==> src/rtl/spk_pkg.sv <==
// Shared constants for the Speck block cipher: field widths, register indexes
// and request codes. No dependencies.
`default_nettype none

package spk_pkg;

    localparam int FIELD_BITS   = 24;
    localparam int CFG_IDX_BITS = 2;
    localparam int NUM_KEY_REGS = 4;

    typedef logic [FIELD_BITS-1:0]   field_t;
    typedef logic [CFG_IDX_BITS-1:0] cfg_idx_t;

    localparam cfg_idx_t REG_KEY_WORD0 = 2'd0;
    localparam cfg_idx_t REG_KEY_WORD1 = 2'd1;
    localparam cfg_idx_t REG_KEY_WORD2 = 2'd2;
    localparam cfg_idx_t REG_KEY_WORD3 = 2'd3;

    localparam logic OP_ENCRYPT = 1'b0;
    localparam logic OP_DECRYPT = 1'b1;

endpackage

`default_nettype wire

==> src/rtl/spk_req_if.sv <==
// Request channel of the Speck block cipher: valid/ready and one block item.
// Depends on spk_pkg.
`default_nettype none

interface spk_req_if;
    logic           valid;
    logic           ready;
    logic           req_type;
    spk_pkg::field_t block_x;
    spk_pkg::field_t block_y;

    modport source (output valid, output req_type, output block_x, output block_y,
                    input ready);
    modport sink   (input valid, input req_type, input block_x, input block_y,
                    output ready);
endinterface

`default_nettype wire

==> src/rtl/spk_rsp_if.sv <==
// Result channel of the Speck block cipher: valid/ready and one result block.
// Depends on spk_pkg.
`default_nettype none

interface spk_rsp_if;
    logic            valid;
    logic            ready;
    spk_pkg::field_t out_x;
    spk_pkg::field_t out_y;

    modport source (output valid, output out_x, output out_y, input ready);
    modport sink   (input valid, input out_x, input out_y, output ready);
endinterface

`default_nettype wire

==> src/rtl/spk_ram.sv <==
// Generic single-write, single-read synchronous RAM with a registered read.
// No dependencies.
`default_nettype none

module spk_ram #(
    parameter int WIDTH = 24,
    parameter int DEPTH = 23
) (
    input  wire logic                     clk,
    input  wire logic                     wr_en,
    input  wire logic [$clog2(DEPTH)-1:0] wr_addr,
    input  wire logic [WIDTH-1:0]         wr_data,
    input  wire logic                     rd_en,
    input  wire logic [$clog2(DEPTH)-1:0] rd_addr,
    output logic      [WIDTH-1:0]         rd_data
);

    logic [WIDTH-1:0] mem [DEPTH];

    always_ff @(posedge clk)
    begin
        if (wr_en)
        begin
            mem[wr_addr] <= wr_data;
        end
        if (rd_en)
        begin
            rd_data <= mem[rd_addr];
        end
    end

endmodule

`default_nettype wire

==> src/rtl/speck_block_cipher.sv <==
// Speck block cipher top level: key registers, key schedule sequencer, round
// unit and round-key RAM. Depends on spk_pkg, spk_req_if, spk_rsp_if, spk_ram.
`default_nettype none

// Speck 48/96 with one round unit that reads its round key from a small
// synchronous RAM. An item is taken in the idle state and then runs its
// rounds, one round per cycle; the block takes no new item until the rounds
// are done and it is idle again, and the pace is set by the single round unit
// and the one read port of the round-key RAM. After reset or any key register
// write, the first item first runs the key schedule, which writes one round
// key per cycle and then primes the RAM read in a prepare state before the
// rounds start. A finished result sits in an output register, so the block
// starts the next item while the result waits to be taken.
module speck_block_cipher #(
    parameter int WORD_BITS = 24,
    parameter int KEY_WORDS = 4,
    parameter int ROUNDS    = 23,
    parameter int ROT_RIGHT = 8,
    parameter int ROT_LEFT  = 3
) (
    input  wire logic                 clk,
    input  wire logic                 rst_n,
    spk_req_if.sink                   req,
    spk_rsp_if.source                 rsp,
    input  wire logic                 cfg_we,
    input  wire spk_pkg::cfg_idx_t    cfg_idx,
    input  wire spk_pkg::field_t      cfg_data
);

    import spk_pkg::*;

    localparam int AW = $clog2(ROUNDS);

    typedef logic [WORD_BITS-1:0] word_t;
    typedef logic [AW-1:0]        addr_t;
    typedef enum logic [2:0] {ST_IDLE, ST_SCHED, ST_PREP, ST_RUN, ST_HOLD} state_t;

    localparam addr_t LAST_IDX = AW'(ROUNDS - 1);

    function automatic word_t to_word(field_t v);
        logic [FIELD_BITS+64-1:0] t;
        t = {64'b0, v};
        return t[WORD_BITS-1:0];
    endfunction

    function automatic field_t to_field(word_t w);
        logic [WORD_BITS+FIELD_BITS-1:0] t;
        t = {{FIELD_BITS{1'b0}}, w};
        return t[FIELD_BITS-1:0];
    endfunction

    function automatic word_t ror(word_t w, int r);
        return (w >> r) | (w << (WORD_BITS - r));
    endfunction

    function automatic word_t rol(word_t w, int r);
        return (w << r) | (w >> (WORD_BITS - r));
    endfunction

    function automatic addr_t first_addr(logic op);
        return (op == OP_DECRYPT) ? LAST_IDX : '0;
    endfunction

    state_t state_reg;
    logic   keys_ready_reg;
    field_t key_reg [NUM_KEY_REGS];
    word_t  lw_reg [KEY_WORDS-1];
    word_t  sa_reg;
    addr_t  sched_cnt_reg;
    addr_t  round_cnt_reg;
    addr_t  kaddr_reg;
    logic   op_reg;
    word_t  x_reg, y_reg;
    logic   out_valid_reg;
    field_t out_x_reg, out_y_reg;

    logic   in_accept, slot_free;
    logic   ram_we, ram_re;
    addr_t  ram_rd_addr, kaddr_next;
    word_t  ram_wr_data, round_key;
    word_t  rc, sched_a, sched_b;
    word_t  enc_a, enc_y, dec_b, dec_a, dec_x;
    word_t  new_x, new_y;

    assign in_accept = req.valid && req.ready;
    assign slot_free = !out_valid_reg || rsp.ready;
    assign req.ready = (state_reg == ST_IDLE);
    assign rsp.valid = out_valid_reg;
    assign rsp.out_x = out_x_reg;
    assign rsp.out_y = out_y_reg;

    // Key schedule round: the round index plays the part of the round key.
    assign rc      = WORD_BITS'(sched_cnt_reg - AW'(1));
    assign sched_b = (ror(lw_reg[0], ROT_RIGHT) + sa_reg) ^ rc;
    assign sched_a = rol(sa_reg, ROT_LEFT) ^ sched_b;

    assign ram_we      = (state_reg == ST_SCHED);
    assign ram_wr_data = (sched_cnt_reg == '0) ? to_word(key_reg[REG_KEY_WORD0]) : sched_a;

    // Round unit, forward and inverse.
    assign enc_a = (ror(x_reg, ROT_RIGHT) + y_reg) ^ round_key;
    assign enc_y = rol(y_reg, ROT_LEFT) ^ enc_a;
    assign dec_b = ror(x_reg ^ y_reg, ROT_LEFT);
    assign dec_a = (x_reg ^ round_key) - dec_b;
    assign dec_x = rol(dec_a, ROT_RIGHT);
    assign new_x = (op_reg == OP_DECRYPT) ? dec_x : enc_a;
    assign new_y = (op_reg == OP_DECRYPT) ? dec_b : enc_y;

    assign kaddr_next = (op_reg == OP_DECRYPT) ? kaddr_reg - AW'(1) : kaddr_reg + AW'(1);

    always_comb
    begin
        ram_re      = 1'b0;
        ram_rd_addr = kaddr_next;
        case (state_reg)
            ST_IDLE:
            begin
                ram_re      = in_accept && keys_ready_reg;
                ram_rd_addr = first_addr(req.req_type);
            end
            ST_PREP:
            begin
                ram_re      = 1'b1;
                ram_rd_addr = first_addr(op_reg);
            end
            ST_RUN:
            begin
                ram_re = (round_cnt_reg != LAST_IDX);
            end
            default:
            begin
                ram_re = 1'b0;
            end
        endcase
    end

    spk_ram #(
        .WIDTH (WORD_BITS),
        .DEPTH (ROUNDS)
    ) u_key_ram (
        .clk     (clk),
        .wr_en   (ram_we),
        .wr_addr (sched_cnt_reg),
        .wr_data (ram_wr_data),
        .rd_en   (ram_re),
        .rd_addr (ram_rd_addr),
        .rd_data (round_key)
    );

    always_ff @(posedge clk or negedge rst_n)
    begin
        if (!rst_n)
        begin
            state_reg      <= ST_IDLE;
            keys_ready_reg <= 1'b0;
            out_valid_reg  <= 1'b0;
            sched_cnt_reg  <= '0;
            round_cnt_reg  <= '0;
            for (int i = 0; i < NUM_KEY_REGS; i++)
            begin
                key_reg[i] <= '0;
            end
        end
        else
        begin
            if (rsp.ready)
            begin
                out_valid_reg <= 1'b0;
            end

            if (cfg_we)
            begin
                keys_ready_reg <= 1'b0;
                case (cfg_idx)
                    REG_KEY_WORD0: key_reg[0] <= cfg_data;
                    REG_KEY_WORD1: key_reg[1] <= cfg_data;
                    REG_KEY_WORD2: key_reg[2] <= cfg_data;
                    REG_KEY_WORD3: key_reg[3] <= cfg_data;
                    default:       key_reg[0] <= key_reg[0];
                endcase
            end

            case (state_reg)
                ST_IDLE:
                begin
                    if (in_accept)
                    begin
                        op_reg        <= req.req_type;
                        x_reg         <= to_word(req.block_x);
                        y_reg         <= to_word(req.block_y);
                        round_cnt_reg <= '0;
                        sched_cnt_reg <= '0;
                        kaddr_reg     <= first_addr(req.req_type);
                        state_reg     <= keys_ready_reg ? ST_RUN : ST_SCHED;
                    end
                end
                ST_SCHED:
                begin
                    if (sched_cnt_reg == '0)
                    begin
                        sa_reg <= to_word(key_reg[REG_KEY_WORD0]);
                        for (int j = 0; j < KEY_WORDS - 1; j++)
                        begin
                            lw_reg[j] <= to_word(key_reg[j+1]);
                        end
                    end
                    else
                    begin
                        sa_reg <= sched_a;
                        for (int j = 0; j < KEY_WORDS - 2; j++)
                        begin
                            lw_reg[j] <= lw_reg[j+1];
                        end
                        lw_reg[KEY_WORDS-2] <= sched_b;
                    end
                    if (sched_cnt_reg == LAST_IDX)
                    begin
                        keys_ready_reg <= 1'b1;
                        state_reg      <= ST_PREP;
                    end
                    else
                    begin
                        sched_cnt_reg <= sched_cnt_reg + AW'(1);
                    end
                end
                ST_PREP:
                begin
                    state_reg <= ST_RUN;
                end
                ST_RUN:
                begin
                    x_reg <= new_x;
                    y_reg <= new_y;
                    if (round_cnt_reg == LAST_IDX)
                    begin
                        if (slot_free)
                        begin
                            out_valid_reg <= 1'b1;
                            out_x_reg     <= to_field(new_x);
                            out_y_reg     <= to_field(new_y);
                            state_reg     <= ST_IDLE;
                        end
                        else
                        begin
                            state_reg <= ST_HOLD;
                        end
                    end
                    else
                    begin
                        round_cnt_reg <= round_cnt_reg + AW'(1);
                        kaddr_reg     <= kaddr_next;
                    end
                end
                ST_HOLD:
                begin
                    if (slot_free)
                    begin
                        out_valid_reg <= 1'b1;
                        out_x_reg     <= to_field(x_reg);
                        out_y_reg     <= to_field(y_reg);
                        state_reg     <= ST_IDLE;
                    end
                end
                default:
                begin
                    state_reg <= ST_IDLE;
                end
            endcase
        end
    end

endmodule

`default_nettype wire

==> src/flat_wrapper.sv <==
// flat-port wrapper written by rule: the top's interface ports become plain ports
module speck_block_cipher_flat import spk_pkg::*;
#(
    parameter int WORD_BITS = 24,
    parameter int KEY_WORDS = 4,
    parameter int ROUNDS    = 23,
    parameter int ROT_RIGHT = 8,
    parameter int ROT_LEFT  = 3
)
  (clk, rst_n, cfg_we, cfg_idx, cfg_data, req_valid, req_req_type, req_block_x, req_block_y, req_ready, rsp_valid, rsp_out_x, rsp_out_y, rsp_ready);
  spk_req_if req_i ();
  spk_rsp_if rsp_i ();
  input  wire logic clk;
  input  wire logic rst_n;
  input  wire logic cfg_we;
  input  wire spk_pkg::cfg_idx_t cfg_idx;
  input  wire spk_pkg::field_t cfg_data;
  input wire logic [$bits(req_i.valid)-1:0] req_valid;
  input wire logic [$bits(req_i.req_type)-1:0] req_req_type;
  input wire logic [$bits(req_i.block_x)-1:0] req_block_x;
  input wire logic [$bits(req_i.block_y)-1:0] req_block_y;
  output wire logic [$bits(req_i.ready)-1:0] req_ready;
  output wire logic [$bits(rsp_i.valid)-1:0] rsp_valid;
  output wire logic [$bits(rsp_i.out_x)-1:0] rsp_out_x;
  output wire logic [$bits(rsp_i.out_y)-1:0] rsp_out_y;
  input wire logic [$bits(rsp_i.ready)-1:0] rsp_ready;
  assign req_i.valid = req_valid;
  assign req_i.req_type = req_req_type;
  assign req_i.block_x = req_block_x;
  assign req_i.block_y = req_block_y;
  assign req_ready = req_i.ready;
  assign rsp_valid = rsp_i.valid;
  assign rsp_out_x = rsp_i.out_x;
  assign rsp_out_y = rsp_i.out_y;
  assign rsp_i.ready = rsp_ready;
  speck_block_cipher #(.WORD_BITS(WORD_BITS), .KEY_WORDS(KEY_WORDS), .ROUNDS(ROUNDS), .ROT_RIGHT(ROT_RIGHT), .ROT_LEFT(ROT_LEFT)) u_core (.clk(clk), .rst_n(rst_n), .req(req_i), .rsp(rsp_i), .cfg_we(cfg_we), .cfg_idx(cfg_idx), .cfg_data(cfg_data));
endmodule
==> config.mk <==
export PLATFORM = sky130hd
export DESIGN_NAME = speck_block_cipher_flat
export DESIGN_NICKNAME = d
export VERILOG_FILES = /design/src/rtl/spk_pkg.sv /design/src/rtl/spk_req_if.sv /design/src/rtl/spk_rsp_if.sv /design/src/rtl/spk_ram.sv /design/src/rtl/speck_block_cipher.sv /design/src/flat_wrapper.sv
export SDC_FILE = /design/constraint.sdc
export NUM_CORES = 1
export LEC_CHECK = 0
export ABC_AREA = 0
export BUFFER_PORTS_ARGS = -buffer_cell sky130_fd_sc_hd__buf_2
export CAP_MARGIN = 20
export CORE_ASPECT_RATIO = 1.75
export CORE_UTILIZATION = 62
export CTS_CLUSTER_SIZE = 10
export DETAILED_ROUTE_END_ITERATION = 6
export GPL_TIMING_DRIVEN = 1
export PLACE_DENSITY = 0.8
export SYNTH_ARGS = -nofsm -noshare
export SYNTH_HDL_FRONTEND = slang
export SYNTH_HIERARCHICAL = 1
export SYNTH_SLANG_ARGS = --single-unit
==> constraint.sdc <==
create_clock -name clk -period 5.35 [get_ports clk]
set_clock_uncertainty 0.15 [all_clocks]
set_input_delay 0.535 -clock clk [delete_from_list [all_inputs] [get_ports clk]]
set_output_delay 0.535 -clock clk [all_outputs]
set_load 0.02 [all_outputs]
After elaboration in Yosys (flattened, before gate mapping):

Memories as Yosys holds them, arrays and structs flattened. A register that Yosys moved wholly into a read port is not among the register bits.
Cells that the tools add are included.
Widths: inputs -> output; s select.

* shift-type cells: 0
* order comparisons: 0
* div/mod/pow operators: 0
* bitwise gates (word level): 15
* $add $sub $neg: 8
* multiply operators: 0
* reductions and logical operators: 24
* eq/ne operators: 17
* multiplexer cells: 53

Operators with widths (number)
* $mux 24: 14
* $pmux 24 s2: 4
* $xor 24x24->24: 6
* $add 24x24->24: 2
* $or 16x24->24: 2
* $or 24x3->24: 2
* $mux 5: 8
* $pmux 5 s2: 4
* $or 21x24->24: 1
* $or 24x8->24: 1
* $sub 24x24->24: 1
* $add 5x1->5 const B: 3
* $mux 3: 5
* $pmux 3 s5: 1
* $mux 1: 14
* $reduce_and 3->1: 4
* $eq 5x5->1 const B: 2
* $reduce_and 2->1: 5
* $ne 2x2->1 const B: 4
* $reduce_and 4->1: 2
* $eq 3x2->1 const B: 2
* $ne 2x1->1 const B: 3
* $reduce_bool 2->1: 3
* $sub 5x1->6 const B: 1
* 17 further kinds: 23

* ROM bits: 0
* word-level logic and storage cells: 135
* RAM bits: 624
* memories kept: 2
* bits in latches: 0
* input port bits: 80
* output and inout bits: 50
* flip-flop bits (word level): 237

Memories
* u_core.u_key_ram.mem: depth 23, width 24, rd ports 1, clocked after Yosys merged registers in 1, write ports 1, line spk_ram.sv:18 `logic [WIDTH-1:0] mem [DEPTH];`
* u_core.lw_reg: depth 3, width 24, rd ports 3, clocked after Yosys merged registers in 0, write ports 3, line speck_block_cipher.sv:67 `word_t lw_reg [KEY_WORDS-1];`

Logic depth before layout (Yosys ltp):

Gate-level depths: netlist of the first run.

* word-level depth: 8
* mapped depth: 17
* gate-level depth less buffers: 14

Cells and area by module:

The synthesis of the first run kept the hierarchy.

By module, submodules not included
* spk_ram: area each 22058.7 µm², times used 1, cells an instance 982, sequential area each 17296.6 µm²
* speck_block_cipher: area each 17728.3 µm², times used 1, cells an instance 1597, sequential area each 8723.4 µm²

Worst setup path before layout of the first run:

OpenSTA, ideal clock, no wires.

* kind: reg2reg
* from: register u_core.state_reg[2]
* to: memory u_core/lw_reg[0][0] in the netlist's numbering, data pin
* stages on the path, launching flop included: 7
* setup time: 0.260 ns
* data arrival time: 4.193 ns
* setup slack: 0.747 ns
* data required time: 4.940 ns
* period minus slack after synthesis: 4.603 ns
* buffers on the path: 2
* path through: dfrtp_1 -> clkbuf_1 -> nor2_1 -> and3_1 -> o21ai_1 -> clkbuf_1 -> mux2_2

RTL lines
* start: declaration: line speck_block_cipher.sv:64 `state_t state_reg;`
* start signal: assignment: line speck_block_cipher.sv:194 `state_reg <= keys_ready_reg ? ST_RUN : ST_SCHED;`
* end: declaration: line speck_block_cipher.sv:67

Final worst setup path of the first run:

* from: register u_core.y_reg[0]
* to: register u_core.y_reg[10], data pin

* longest elaborated chain between the ends: 5

Ends and longest elaborated chain
* start: declaration: line speck_block_cipher.sv:73 `word_t x_reg, y_reg;`
* start signal: assignment: line speck_block_cipher.sv:190 `y_reg <= to_word(req.block_y);`
* start signal: assignment: line speck_block_cipher.sv:233 `y_reg <= new_y;`
* $add 24x24->24: line speck_block_cipher.sv:101 `assign enc_a = (ror(x_reg, ROT_RIGHT) + y_reg) ^ round_key;`
* $xor 24x24->24: line speck_block_cipher.sv:101
* $xor 24x24->24: line speck_block_cipher.sv:102 `assign enc_y = rol(y_reg, ROT_LEFT) ^ enc_a;`
* $mux 24: line speck_block_cipher.sv:107 `assign new_y = (op_reg == OP_DECRYPT) ? dec_b : enc_y;`
* $pmux 24 s2: line speck_block_cipher.sv:183 `case (state_reg)`

No other way between the ends.
A chain may end at the register's enable or synchronous reset.

==> results of run 1 <==
[stage by stage]
| stage | cell area, um^2 | util | hold WS [ns] | setup slack (ns) | instances |
|---|---|---|---|---|---|
| 2_1_floorplan | 39800 | - | 0.0894 | 0.747 | 2579 |
| 3_3_place_gp | 41600 | 0.657 | 0.332 | 1.34 | 3471 |
| 3_5_place_dp | 41700 | 0.658 | 0.338 | 1.36 | 3473 |
| 4_1_cts | 44800 | 0.707 | 0.000400 | 1.36 | 3663 |
| 5_1_grt | 44900 | 0.708 | 0.0231 | 1.01 | 3670 |
| 6_report | 44900 | 0.708 | 0.0275 | 1.25 | 3670 |
[path summary, 6_finish.rpt]
path                                         start  slack (ns)  depth (start not counted)                 end
worst max-delay path               u_core/y_reg[0]        1.25                         12    u_core/y_reg[10]
max in group asynchronous                    rst_n        3.25                          4  u_core/key_reg[18]
min in group asynchronous                    rst_n        0.44                          3  u_core/key_reg[51]
worst min register to register  u_core/key_reg[34]        0.35                          1  u_core/key_reg[34]
worst min-delay path                   cfg_data[6]        0.03                          2   u_core/key_reg[6]
worst max register to register     u_core/y_reg[0]        1.25                         12    u_core/y_reg[10]
[cells in the mapped netlist (18+ instances only)]
cell and number:
edfxtp_1 774, nand2_1 207, mux2_2 164, o21ai_0 163, xnor2_1 132, nor2_1 131
dfrtp_1 111, a21oi_1 99, mux4_2 94, xor2_1 82, ha_1 77, clkbuf_1 70
mux2i_1 66, a21o_1 45, mux4_1 26, nand3b_1 25, inv_1 21, a22oi_1 18
buf_2 18, o2111ai_1 18
[layout make-up]
cell class | instances | area [um^2] | area share
sequential | 885 | 26000 | 0.580
timing repair buffer | 247 | 1760 | 0.0393
clock buffer | 149 | 2670 | 0.0594
clock inverter | 5 | 76.3 | 0.00170
antenna | 2 | 5.00 | 0.000112
multi-input combinational | 1555 | 13200 | 0.295
inverter | 21 | 78.8 | 0.00176
tap | 806 | 1010 | 0.0225
[worst max-delay path, cell delays in order (launching register included)]
cell and delay [ns]:
edfxtp_1 0.48, ha_1 0.25, fa_1 0.43, a21o_1 0.18, a21oi_1 0.39, o21ai_0 0.25, a31o_2 0.30, a21o_1 0.18
xnor2_1 0.23, xnor2_1 0.64, nor2_1 0.08, nor2_1 0.15, o21ai_0 0.10
[layer usage]
metal / vias to the layer above / track usage
li1: 10400 / -
met1: 12200 / 0.370
met2: 1473 / 0.626
met3: 444 / 0.0509
met4: 0 / 0.284
met5: - / 0
[logic make-up after synthesis]
group	synth area share
buf+inv	0.0177
fa+ha+maj	0.0262
flops	0.654
simple gates	0.0547
compound gates	0.0664
mux	0.133
xor+xnor	0.0477
==> flow_metrics.py, run 1 <==
metrics = {
    "run_status": {
        "status": "finished, violations left",
        "violations": "DRC",
    },
    "global_route": {
        "grt_max_degree": 79,
        "antenna_found_initial": 3,
        "grt_use_total": 0.350,
        "overflow": 0,
        "grt_pass1_vias": 25400,
        "grt_pass1_wl_um": 163000,
    },
    "critical_path": {
        "crit_required_ns": 5.58,
        "critPathKind": "flop to flop",
        "endpoint_kind": "flop",
        "start_kind": "flop",
        "worstPathArrival_ns": 4.33,
        "crit_fanout": 4,
    },
    "floorplan": {
        "initial_core_util": 0.628,
        "std_cell_rows": 122,
        "die_h_um": 337,
        "ioPinCount": 130,
        "die_w_um": 193,
        "core_area_um2": 63300,
        "die_area_um2": 65200,
    },
    "drt": {
        "wl_met1_um": 35200,
        "wl_um": 112000,
        "drtIter0Drc": 2222,
        "highest_layer": "met4",
        "route.detailed.drc": 21,
        "drt_pass1_iterations": 7,
        "dr_total_vias": 24400,
        "ant_nets": 0,
        "avgRoutedWirePerCell_um": 30.4,
        "wl_met3_um": 8570,
        "vias_per_cell": 6.66,
        "route.met2.wl_um": 58500,
    },
    "worst_hold_path": {
        "hold_class": "input port to flop",
    },
    "placed_design": {
        "place.gp.congestion": 1.07,
        "post-dp-hpwl_um": 71800,
        "io_buffers": 129,
    },
    "sta": {
        "rsz0062_at_grt": "false",
        "fin_crit_ns": 4.10,
        "max_freq_mhz": 244,
        "worstMarginPinSlew_ns": 1.17,
        "maxSlewViolCount": 0,
        "period_share": 0.766,
        "fin_tns_setup_ns": 0,
        "setup_viol": 0,
        "hold_viol": 0,
        "slew_headroom": 0.223,
    },
    "layout": {
        "drive_gt1_frac": 0.219,
        "final_nets": 2969,
        "syn2layout_area_growth_pct": 12.8,
        "fillers": 3936,
        "layout_commonest_cell": "edfxtp_1",
        "final_cell_mix": "edfxtp_1 (774), nand2_1 (206), mux2_2 (164), o21ai_0 (140), xnor2_1 (132)",
        "largest_reg_flops": 552,
    },
    "synth": {
        "synthFlopType": "edfxtp_1",
        "yosysTopAreaCell": "edfxtp_1",
        "syn_area_um2": 39800,
        "yosys-top-cells-area": "edfxtp_1 (58%), dfrtp_1 (7.0%), mux4_2 (5.3%), mux2_2 (4.6%), xnor2_1 (2.9%)",
        "synth_seq_cells": 885,
        "syn_avg_cell_area_um2": 15.4,
        "yosysSeqAreaShare": 0.654,
        "synth_nets": 2740,
        "async_flop_share": 0.125,
        "synthCells": 2579,
        "yosysWarnings": 6,
        "synth_edf_count": 774,
        "ys_types": 71,
        "synth.top_cell.area_share": 0.584,
    },
    "clock_tree": {
        "clk_latency_ns": 0.67,
        "cts-root-buf": "clkbuf_16",
        "cts_buffers": 98,
        "clock-sinks": 885,
        "ctsResizeCount": 0,
        "post_cts_buffers": 0,
        "cts_tree": "built",
        "htree_levels": 3,
        "clk_pin_slew_ns": 0.05,
        "cts_hold_buf": 36,
        "cts_buffer_depth": 3,
    },
    "flow_run": {
        "max-cap-violations": 0,
    },
}
Power of run 1 is not shown: default switching activity piles up to over one toggle a cycle in this logic, so the estimate is an artifact.
==> run 2: changes to the inputs <==
clock period = 3.8 ns   (was 5.35 ns; I/O delays follow)
==> flow_metrics.py, run 2 (synthesis gave the netlist of run 1 again) <==
metrics = {
    "layout": {
        "largest_reg_flops": 552,
        "stdcell_area_um2": 46700,
        "layout_commonest_cell": "edfxtp_1",
        "multi_input_area_um2": 13400,
        "regArea_um2": 26000,
        "num_antenna_cells": 0,
        "drive_gt1_frac": 0.258,
        "final_nets": 3146,
        "stdcell_count": 3852,
        "fillers": 3737,
        "syn2layout_area_growth_pct": 17.4,
        "final_cell_mix": "edfxtp_1 (774), nand2_1 (206), buf_4 (187), mux2_2 (164), o21ai_0 (136)",
    },
    "critical_path": {
        "crit_required_ns": 4.06,
        "r2r_start": "u_core/sa_reg[0]",
        "slowest_delay_ns": 0.42,
        "r2r_cells": 15,
        "worstPathArrival_ns": 4.04,
        "r2r-end": "u_core/u_key_ram/mem[0][22]",
        "critPathKind": "flop to flop",
        "endpoint_kind": "flop",
        "cp_common_cell": "xnor2_2",
        "crit_start": "u_core/sa_reg[0]",
        "rrSetupSlack_ns": 0.02,
        "crit_fanout": 12,
        "cp_slowest_cell": "o41ai_2",
        "path_cells": "ha_1 > fa_2 > a21o_1 > a31oi_2 > o21bai_1 > a31oi_1 > buf_4 > a2bb2oi_2 > o21ai_1 > o41ai_2 > xnor2_2 > xnor2_2 > buf_6 > o21ai_4 > buf_12",
        "start_kind": "flop",
    },
    "floorplan": {
        "ioPinCount": 130,
        "die_w_um": 193,
        "std_cell_rows": 122,
        "die_h_um": 337,
        "core_area_um2": 63300,
        "initial_core_util": 0.628,
        "die_area_um2": 65200,
    },
    "placed_design": {
        "place.gp.congestion": 1.02,
        "post-dp-hpwl_um": 74200,
        "post_dp_cell_area_um2": 43000,
        "io_buffers": 129,
        "dp.cells": 3608,
    },
    "sta": {
        "max_freq_mhz": 264,
        "worstMarginPinSlew_ns": 1.05,
        "fin_crit_ns": 3.78,
        "slew_headroom": 0.298,
        "setup_viol": 0,
        "period_share": 0.995,
        "hold_viol": 0,
        "maxSlewViolCount": 0,
    },
    "drt": {
        "ant_nets": 0,
        "wl_met1_um": 36200,
        "wl_um": 114000,
        "wl_met3_um": 7610,
        "drt_pass1_iterations": 7,
        "route.met2.wl_um": 60000,
        "vias_per_cell": 6.47,
        "drtIter0Drc": 2414,
        "avgRoutedWirePerCell_um": 29.7,
        "dr_total_vias": 24900,
        "route.detailed.drc": 22,
        "highest_layer": "met4",
    },
    "global_route": {
        "grt_use_total": 0.358,
        "grt_pass1_vias": 26300,
        "grt_max_degree": 98,
        "grt_pass1_wl_um": 167000,
        "antenna_found_initial": 1,
        "overflow": 0,
    },
    "run_status": {
        "violations": "DRC",
        "status": "finished, violations left",
    },
    "flow_run": {
        "max-cap-violations": 0,
    },
    "clock_tree": {
        "cts_tree": "built",
        "htree_levels": 3,
        "cts_buffer_depth": 3,
        "clk_pin_slew_ns": 0.06,
        "clk_latency_ns": 0.67,
        "clock-sinks": 885,
        "cts_buffers": 99,
        "cts-root-buf": "clkbuf_16",
    },
    "worst_hold_path": {
        "hold_class": "input port to asynchronous set/reset pin",
    },
}
[run 2: cell count changes in the layout (fill, tap and decap cells not counted), moves of 3 or more]
cell	delta
buf_12	+25
buf_4	+116
clkbuf_1	+3
clkbuf_16	+3
dlygate4sd3_1	+38
inv_6	+4
o21ai_0	-4
xnor2_1	-4
xnor2_2	+4
[run 2: layout make-up]
class                           instances  share of cell area
Tap cell                              806              0.0216
Timing Repair Buffer                  422              0.0736
Sequential cell                       885               0.557
Clock inverter                          7             0.00145
Inverter                               21             0.00169
Multi-Input combinational cell       1556               0.286
Clock buffer                          155              0.0589
[run 2: metal layers]
metal | global-route usage | up-vias
li1 | - | 10700
met1 | 0.369 | 12300
met2 | 0.646 | 1431
met3 | 0.0490 | 457
met4 | 0.304 | 0
met5 | 0 | -
[run 2: timing repair]
item	CTS	global route
setup endpoints to repair	35	156
pin swaps	4	8
hold endpoints to repair	192	0
hold buffers	74	0
gates cloned	1	0
buffers inserted	3	4
gates resized for setup	7	17
[run 2: stage by stage]
| step | setup TNS [ns] | util | setup slack (ns) | hold slack [ns] |
|---|---|---|---|---|
| after floorplan | 0 | - | 0.0279 | -0.0656 |
| after global placement | -3.47 | 0.678 | -0.141 | 0.197 |
| after detailed placement | -6.33 | 0.678 | -0.249 | 0.201 |
| after CTS | 0 | 0.736 | 0.0159 | 0.0526 |
| after global routing | -2.38 | 0.737 | -0.103 | 0.0793 |
| final | 0 | 0.737 | 0.0175 | 0.0731 |
[run 2: worst max-delay path by stage]
stage / cells after the start / endpoint / slack, ns
final: 15 / u_core/u_key_ram/mem[0][22] / 0.02
after global routing: 15 / u_core/u_key_ram/mem[0][22] / -0.10
after CTS: 14 / u_core/u_key_ram/mem[14][22] / 0.02
after detailed placement: 13 / u_core/u_key_ram/mem[19][22] / -0.25
after global placement: 13 / u_core/u_key_ram/mem[16][22] / -0.14
after floorplan: 16 / u_core/u_key_ram/rd_data[10] / 0.03
[run 2: worst max-delay path: cells and delay by family (launching register included)]
kind                     cells  cell delay (ns)
AO/OA/AOI/OAI                8             1.47
XOR/XNOR                     2             0.42
adder cells (fa/ha/maj)      2             0.61
buffers and inverters        3             0.50
flip-flops                   1             0.40
Power of run 2 is left out for the same reason.
